==> src/rtl/core/crp_pkg.sv <==
package crp_pkg;

   localparam int IO_BITS                 = 24;
   localparam int IO_WIDTH                = 25;
   localparam int LQ                      = 30;
   localparam int N_WIDTH                 = 16;
   localparam int N_FRAC                  = 12;
   localparam int TAB_WIDTH               = 32;
   localparam int LANES                   = 2;
   localparam int CSR_INDEX_WIDTH         = 2;
   localparam int CSR_DATA_WIDTH          = 24;
   localparam int FRAC_BITS_DEFAULT       = 24;
   localparam int LOG_TABLE_DEPTH_DEFAULT = 256;

   localparam logic [63:0]         LONE   = 64'd1 << LQ;
   localparam logic [IO_WIDTH-1:0] ONE_IO = IO_WIDTH'(1) << IO_BITS;

   localparam logic                WET_RESET      = 1'b1;
   localparam logic [IO_BITS-1:0]  RESIDUAL_RESET = 24'd838861;
   localparam logic [N_WIDTH-1:0]  EXPONENT_RESET = 16'd12288;

   typedef enum logic [1:0] {
      SK_NORMAL,
      SK_LOW,
      SK_HIGH
   } sat_kind_type;

   typedef enum logic [CSR_INDEX_WIDTH-1:0] {
      CSR_WETTING  = 2'd0,
      CSR_RESIDUAL = 2'd1,
      CSR_EXPONENT = 2'd2
   } csr_index_type;

   typedef enum logic {
      TAB_LOG,
      TAB_EXP
   } tab_kind_type;

   typedef struct packed {
      logic                wet;
      logic [IO_BITS-1:0]  residual;
      logic [N_WIDTH-1:0]  exponent;
   } cfg_type;

endpackage

==> src/rtl/core/crp_div.sv <==
module crp_div import crp_pkg::*; #(
   parameter int FRAC_BITS = FRAC_BITS_DEFAULT
) (
   input  logic                               clock,
   input  logic                               reset,
   input  cfg_type                            cfg,
   input  logic                               in_valid,
   output logic                               in_ready,
   input  logic [IO_WIDTH-1:0]                in_one,
   input  logic [IO_WIDTH-1:0]                in_two,
   output logic                               out_valid,
   input  logic                               out_ready,
   output logic [LANES-1:0][FRAC_BITS-1:0]    out_sat
);

   localparam int F  = FRAC_BITS;
   localparam int W  = F + 1;
   localparam int NS = F + 2;
   localparam logic [63:0]  ONE64 = 64'd1 << F;
   localparam logic [63:0]  EPS64 = (ONE64 + 64'd500000) / 64'd1000000;
   localparam logic [F:0]   ONE   = W'(ONE64);
   localparam logic [F-1:0] EPS   = F'(EPS64);
   localparam logic [F-1:0] HI    = F'(ONE64 - EPS64);

   logic [IO_WIDTH-1:0]     a_io;
   logic [IO_WIDTH+F-1:0]   a_wide;
   logic [IO_BITS+F-1:0]    sr_wide;
   logic [F:0]              a;
   logic [F:0]              sr;
   logic [F:0]              den;
   sat_kind_type            kind_in;

   logic [NS-1:0]           vld_ff;
   logic [NS:0]             en;
   logic [F:0]              rem_ff  [F+1];
   logic [F-1:0]            quo_ff  [F+1];
   sat_kind_type            kind_ff [F+1];
   logic [F:0]              rem_in  [F+1];
   logic [F-1:0]            quo_in  [F+1];
   logic [F-1:0]            sat_in;
   logic [LANES-1:0][F-1:0] sat_ff;

   assign a_io    = cfg.wet ? in_one : in_two;
   assign a_wide  = {a_io, F'(0)} >> IO_BITS;
   assign sr_wide = {cfg.residual, F'(0)} >> IO_BITS;
   assign a       = a_wide[F:0];
   assign sr      = {1'b0, sr_wide[F-1:0]};
   assign den     = ONE - sr;

   always_comb begin
      if (a <= sr) begin
         kind_in = SK_LOW;
      end else if (a >= ONE) begin
         kind_in = SK_HIGH;
      end else begin
         kind_in = SK_NORMAL;
      end
   end

   always_comb begin
      en[NS] = out_ready;
      for (int k = NS - 1; k >= 0; k--) en[k] = ~vld_ff[k] | en[k+1];
   end

   assign in_ready  = en[0];
   assign out_valid = vld_ff[NS-1];
   assign out_sat   = sat_ff;

   // one quotient bit per stage
   always_comb begin
      logic [F+1:0] r2;
      rem_in[0] = a - sr;
      quo_in[0] = '0;
      for (int k = 1; k <= F; k++) begin
         r2 = {rem_ff[k-1], 1'b0};
         if (r2 >= {1'b0, den}) begin
            rem_in[k] = W'(r2 - {1'b0, den});
            quo_in[k] = {quo_ff[k-1][F-2:0], 1'b1};
         end else begin
            rem_in[k] = r2[F:0];
            quo_in[k] = {quo_ff[k-1][F-2:0], 1'b0};
         end
      end
   end

   always_comb begin
      case (kind_ff[F])
         SK_LOW:  sat_in = EPS;
         SK_HIGH: sat_in = HI;
         default: begin
            if (quo_ff[F] < EPS) begin
               sat_in = EPS;
            end else if (quo_ff[F] > HI) begin
               sat_in = HI;
            end else begin
               sat_in = quo_ff[F];
            end
         end
      endcase
   end

   always_ff @(posedge clock) begin
      if (reset) begin
         vld_ff <= '0;
      end else begin
         if (en[0]) vld_ff[0] <= in_valid;
         for (int k = 1; k < NS; k++) begin
            if (en[k]) vld_ff[k] <= vld_ff[k-1];
         end
      end
   end

   always_ff @(posedge clock) begin
      if (en[0]) begin
         rem_ff[0]  <= rem_in[0];
         quo_ff[0]  <= quo_in[0];
         kind_ff[0] <= kind_in;
      end
      for (int k = 1; k <= F; k++) begin
         if (en[k]) begin
            rem_ff[k]  <= rem_in[k];
            quo_ff[k]  <= quo_in[k];
            kind_ff[k] <= kind_ff[k-1];
         end
      end
      if (en[NS-1]) begin
         sat_ff[0] <= sat_in;
         sat_ff[1] <= F'(ONE - {1'b0, sat_in});
      end
   end

endmodule

==> config.mk <==
export PLATFORM = sky130hd
export DESIGN_NAME = crp_div
export DESIGN_NICKNAME = d
export VERILOG_FILES = /design/src/rtl/core/crp_pkg.sv /design/src/rtl/core/crp_div.sv
export SDC_FILE = /design/constraint.sdc
export NUM_CORES = 2
export LEC_CHECK = 0
export BUFFER_PORTS_ARGS = -buffer_cell sky130_fd_sc_hd__buf_2
export CAP_MARGIN = 10
export CORE_UTILIZATION = 35
export CTS_CLUSTER_SIZE = 8
export DETAILED_ROUTE_END_ITERATION = 6
export GPL_TIMING_DRIVEN = 0
export HOLD_SLACK_MARGIN = 0.12
export PLACE_DENSITY = 0.49
export SYNTH_ARGS = -nofsm -noshare
export SYNTH_HDL_FRONTEND = slang
export SYNTH_SLANG_ARGS = --single-unit
==> constraint.sdc <==
create_clock -name clock -period 8.7 [get_ports clock]
set_clock_uncertainty 0.05 [all_clocks]
set_input_delay 1.305 -clock clock [delete_from_list [all_inputs] [get_ports clock]]
set_output_delay 1.305 -clock clock [all_outputs]
set_load 0.1 [all_outputs]
After elaboration in Yosys (flattened, before gate mapping)
Memory sizes are Yosys's and may differ from the RTL's. Index checks and enable logic that the tools add are counted.

Memory bits (writable): 1275. Output and inout bits: 50. Word-level logic and storage cells: 244. Register bits after elaboration: 74. Latch bits: 0. Bits in read-only memories: 0. Memories kept: 3. Input port bits: 95.

Memories: rem_ff (words 25, bits a word 25, rd ports 24, clocked after Yosys merged registers in 0, write ports 25, line crp_div.sv:35) `logic [F:0] rem_ff [F+1];`; quo_ff (words 25, bits a word 24, rd ports 25, clocked after Yosys merged registers in 0, write ports 25, line crp_div.sv:36) `logic [F-1:0] quo_ff [F+1];`; kind_ff (words 25, bits a word 2, rd ports 25, clocked after Yosys merged registers in 0, write ports 25, line crp_div.sv:37) `sat_kind_type kind_ff [F+1];`.

Reduce and logical (&&, ||, !) cells: 0. Shifts and indexed selects: 0. Eq/ne operators: 2. Bitwise logic cells: 52. $add $sub $neg: 27. Div/mod/pow operators: 0. $mul: 0. Muxes and demuxes: 104. Order comparisons: 28.

Operators with widths (number): $mux 25 (25); $ge 26x25->1 (24); $sub 25x25->25 (24); $mux 1 (74); $mux 24 (2); $pmux 24 s2 (1); $not 1->1 (26); $or 1x1->1 (26); $ge 25x25->1 const B (1); $le 25x24->1 (1); $sub 25x24->25 (1); $sub 25x24->25 const A (1); $gt 24x24->1 const B (1); $lt 24x5->1 const B (1); $sub 1x24->24 const A (1); $mux 2 (2); $eq 2x1->1 const B (1); $eq 2x2->1 const B (1).

Logic depth before layout (Yosys ltp)
Depth in word-level cells: 29. Mapped depth: 22. Depth with buffers taken out: 18.

Worst setup path before layout
Ideal clock, no wire load.

Path kind: input-to-output. Start: input port out_ready. End: output port in_ready. Setup slack: 0.913 ns. Path buffers: 1. Arrival time: 6.432 ns. Data required time: 7.345 ns. Stages on the path: 9. Cell sequence: nor2b_1 -> clkbuf_1 -> and3_1 -> nand4_1 -> nor2_1 -> inv_1 -> nor2_1 -> nand4_1 -> or2_2.

Longest elaborated chain between the ends: 26.

RTL lines: start, declared (line crp_div.sv:12) `input logic out_ready,`; $or 1x1->1 (18 in series) (line crp_div.sv:62) `for (int k = NS - 1; k >= 0; k--) en[k] = ~vld_ff[k] | en[k+1];`; named net en[8] (line crp_div.sv:34) `logic [NS:0] en;`; $or 1x1->1 (line crp_div.sv:62); named net en[7] (line crp_div.sv:34); $or 1x1->1 (6 in series) (line crp_div.sv:62); named net en[1] (line crp_div.sv:34); $or 1x1->1 (line crp_div.sv:62); end, declared (line crp_div.sv:8) `output logic in_ready,`.

The timed path passes the listed nets, and every way through them passes these cells.

==> flow_results.org <==
** GRT
- Vias in the first global route :: a little under 50k
- Global routing used between 20% and 30% of the available tracks.
- Initial antenna violation count :: 8
- First-pass GRT wire length :: a little under 300,000 microns
- Summed over all layers, the global routing overflow is 0.
- Largest net degree at the start of global routing :: 44

** Place
- Port buffer count :: 126
- Once detailed placement completed, the half-perimeter wirelength came to roughly 150,000 microns.
- Worst setup slack after placement :: -2.769 ns
- At the end of routability-driven placement, the weighted congestion stood at approximately 0.89.

** CTS
- Skew-Pair Late Insertion Delay :: a little under 0.8 ns
- For this design, the CTS-stage hold fixing added 0 buffers.
- Clock tree from TritonCTS :: yes
- In this run, CTS created clock tree buffers numbering around 150.
- The tree built by TritonCTS fans out to 1,023 sinks.
- In this run the deepest clock path goes through 3 buffers.
- Clock-pin slew was measured on the worst setup and hold paths at roughly 0.05 ns.
- The cell sitting at the root of the clock tree is a sky130_fd_sc_hd__clkbuf_16.
- Number of H-tree branching levels :: 4

** Timing
- Measured against its own limit, the worst slew margin works out to roughly 14%.
- Dividing the final minimum period by the clock period gives ~99%.
- Unrepaired setup endpoints after global routing :: false
- Static timing analysis puts the maximum clock frequency at between 100 and 150 MHz.
- The final hold violation count came to 0.
- For the pin with the worst max-slew slack, the measured transition is 1.282 ns.
- The worst path needs about 8.6 ns of the cycle, external delays included.
- Setup violations remaining at the end of the flow were counted as 0.
- In the final timing run, aggregate negative setup slack is 0 ns.
- Number of max-slew violations in the final report :: 0
- Worst Hold Margin :: 0.3337 ns
- Setup slack on the critical path of the routed design comes to 0.1152 ns.

** Critical path
- CP required :: ~9.1 ns
- Minimum setup slack among reg-to-reg paths :: approximately 3.1 ns
- Worst R2R Start :: vld_ff[25]
- Category of the critical setup timing path :: primary input to register
- STA puts the critical path data arrival time at around 9 ns.
- The number of cells on the worst reg-to-reg path is 9.
- Crit path launch type :: primary input
- The worst setup path is captured at a register.
- In this run the critical register-to-register path is captured at rem_ff[0][23].
- Along the worst path, the maximum fanout reaches 19.

** Routing
- Total routed wirelength :: 196,300 microns
- Detailed-route wire length per cell :: around 21 microns
- After the first detailed-routing iteration, the DRC count stood at 3,481.
- Routed vias/inst :: roughly 5.5
- Number of detailed-route iterations in the first pass :: 6
- The count of nets left with antenna violations once routing finished came out at 0.
- DRC violation count after routing :: 0
- Vias post-DR :: 50.64k

** Layout
- Leading cell type in the layout, fill and taps excluded :: sky130_fd_sc_hd__edfxtp_1
- In the final design database the tool counted between 7k and 8k nets.
- The top cell types in the final layout, fill and taps aside, are 997 x sky130_fd_sc_hd__edfxtp_1, 616 x sky130_fd_sc_hd__ha_1, 553 x sky130_fd_sc_hd__nand2_1.
- The layout has ~18k filler cells.
- Layout cells sized above 1 :: between 10% and 20%
- Compared with the post-synthesis result, the final layout area differs by 14.66%.
- Fin util :: 40.56%

** Yosys
- Count of different cell masters after synthesis :: 90
- Async S/R FF share, synth :: 0%
- Yosys printed 0 warnings.
- Sequential cells were found to cover 45.66% of the synthesized design area.
- Syn Nets :: around 7k
- Avg Cell Area, Syn :: between 10 and 15 sq um
- Summed over its instances, the top area cell type makes up approximately 45% of the synthesized netlist area.
- Synthesized cell area :: around 67,000 sq um
- Synthesized instance count :: 6,317
- Counting flops with a built-in enable in the synthesized netlist gives roughly 1,000.
- Largest area contributor in the synthesized netlist :: sky130_fd_sc_hd__edfxtp_1
- The synthesized design contains ~1.0k register bits.
- In the synthesized netlist the dominant register cell turns out to be sky130_fd_sc_hd__edfxtp_1.
- Leading post-synthesis cells by cell area :: sky130_fd_sc_hd__edfxtp_1 45%, sky130_fd_sc_hd__ha_1 12%, sky130_fd_sc_hd__mux2_2 4.5%

** Floorplanning
- Die ar. :: between 150,000 and 200,000 sq um
- Placeable core region :: between 150,000 and 200,000 sq um
- Vert. Die Dim :: about 440 microns
- Num rows :: 159
- For this configuration, the core starts out at a cell density of 35.37%.
- Top-level I/O count :: between 100 and 150
- Measured along the x axis, the die boundary spans ~440 microns.

** Power
- Leak Pwr :: between 20 and 30 nW
- Across the VDD grid, the largest voltage drop is roughly 0.22 mV.
- Overall Power :: 32.16 mW
- Dividing total power by cell area gives a power density of approximately 420 nW/um^2.

** Min path
- Class of the tightest hold or removal check :: register to register
- The path with the worst hold slack has its endpoint at quo_ff[1][55].
- Hold Crit Depth :: 0
- Startpoint of the tightest hold check path :: quo_ff[1][30]

** Run
- Across the run, the number of max-cap violations was 0.

** Status
- Outcome :: complete, no violations
cells in the mapped netlist, types with 26 or more instances:
library cell and count:
sky130_fd_sc_hd__nand4_1 80, sky130_fd_sc_hd__nor4_1 38, sky130_fd_sc_hd__dfxtp_1 26, sky130_fd_sc_hd__mux2_2 268, sky130_fd_sc_hd__nand2_1 561, sky130_fd_sc_hd__nand3_1 133
sky130_fd_sc_hd__o21ai_0 431, sky130_fd_sc_hd__a211oi_1 55, sky130_fd_sc_hd__and2_1 39, sky130_fd_sc_hd__nor2_1 432, sky130_fd_sc_hd__and3_1 48, sky130_fd_sc_hd__or2_2 35
sky130_fd_sc_hd__buf_2 27, sky130_fd_sc_hd__a21oi_1 529, sky130_fd_sc_hd__nor3_1 139, sky130_fd_sc_hd__o21a_1 85, sky130_fd_sc_hd__xnor2_1 296, sky130_fd_sc_hd__o21bai_1 76
sky130_fd_sc_hd__a31oi_1 70, sky130_fd_sc_hd__clkbuf_1 76, sky130_fd_sc_hd__a21o_1 215, sky130_fd_sc_hd__a21boi_0 29, sky130_fd_sc_hd__nand2b_1 87, sky130_fd_sc_hd__ha_1 616
sky130_fd_sc_hd__or3_1 32, sky130_fd_sc_hd__o31ai_1 55, sky130_fd_sc_hd__nor2b_1 57, sky130_fd_sc_hd__xor2_1 191, sky130_fd_sc_hd__inv_1 216, sky130_fd_sc_hd__o211ai_1 35
sky130_fd_sc_hd__edfxtp_1 997
layer usage:
metal | GRT usage [%] | routed length (microns) | part of all wire [%]
met1 | 28.04 | 93110 | 47
met2 | 32.18 | 89250 | 45
met3 | 2.891 | 9531 | 4.9
met4 | 5.255 | 4445 | 2.3
met5 | 0 | 0 | 0
state kept, by name (all words and copies together) (netlist names):
register and flops:
quo_ff 300, vld_ff 26, kind_ff 50, out_sat 47, rem_ff 600
how the worst max path moves through the flow:
| stage | cells past startpoint | slack (ns) | startpoint | endpoint |
|---|---|---|---|---|
| floorplan | 9 | 0.91 | out_ready | in_ready |
| global placement | 22 | -6.27 | cfg[17] | rem_ff[2][142] |
| detailed placement | 24 | -2.77 | cfg[17] | rem_ff[2][145] |
| CTS | 22 | 0.26 | cfg[17] | rem_ff[1][141] |
| global route | 19 | 0.04 | cfg[17] | rem_ff[0][90] |
| finish | 18 | 0.12 | cfg[17] | rem_ff[2][196] |
where the power goes:
part           switching [mW]  leakage (nW)  internal (mW)
Combinational            9.66          17.5           6.97
Clock                    2.27          2.07           3.17
Sequential               1.32          10.4           8.78
Total                    13.2          29.9           18.9
worst max-delay path, stage by stage:
cell,delay [ns]
sky130_fd_sc_hd__buf_2,0.27
sky130_fd_sc_hd__buf_2,0.48
sky130_fd_sc_hd__buf_2,0.55
sky130_fd_sc_hd__buf_4,0.42
sky130_fd_sc_hd__clkinv_2,0.40
sky130_fd_sc_hd__ha_1,0.53
sky130_fd_sc_hd__xor2_4,0.61
sky130_fd_sc_hd__buf_12,0.26
sky130_fd_sc_hd__ha_1,0.31
sky130_fd_sc_hd__nand3_1,0.32
sky130_fd_sc_hd__a21oi_1,0.15
sky130_fd_sc_hd__o31a_1,0.44
sky130_fd_sc_hd__o31a_1,0.34
sky130_fd_sc_hd__nor4_1,0.51
sky130_fd_sc_hd__o41ai_1,0.21
sky130_fd_sc_hd__a21oi_1,0.86
sky130_fd_sc_hd__clkbuf_1,0.68
sky130_fd_sc_hd__o21ai_0,0.25
through the flow:
stage	instance area (sq um)	cells
finish	76490	9251
global placement	70470	8938
global route	76490	9249
detailed placement	72040	9023
CTS	76420	9244
floorplan	66710	6317
area by class of cell:
cell class / count / area (sq um) / area share, %
multi-input cells: 4956 / 35150 / 45.95
clock inverters: 20 / 407.9 / 0.5332
plain buffers: 120 / 515.5 / 0.6739
well taps: 2495 / 3122 / 4.081
repair buffers: 217 / 2073 / 2.710
flip-flops and latches: 1023 / 30460 / 39.82
diodes: 3 / 7.507 / 0.009814
clock buffers: 200 / 3941 / 5.152
inverters: 217 / 815.8 / 1.066
repair_timing:
item                       CTS  global route
setup endpoints to repair  582             0
gates resized for setup      4             0
setup buffers                2             0
cells by family after synthesis:
kind of cell / Yosys count / share of synthesized area, %
flip-flops: 1023 / 45.66
AO/OA/AOI/OAI: 1801 / 17.03
adder cells (fa/ha/maj): 617 / 11.58
multiplexers: 276 / 4.644
AND/OR/NAND/NOR: 1775 / 12.70
buffers and inverters: 338 / 1.992
XOR/XNOR: 487 / 6.394
Note: power is estimated with default switching activity, not from simulation.
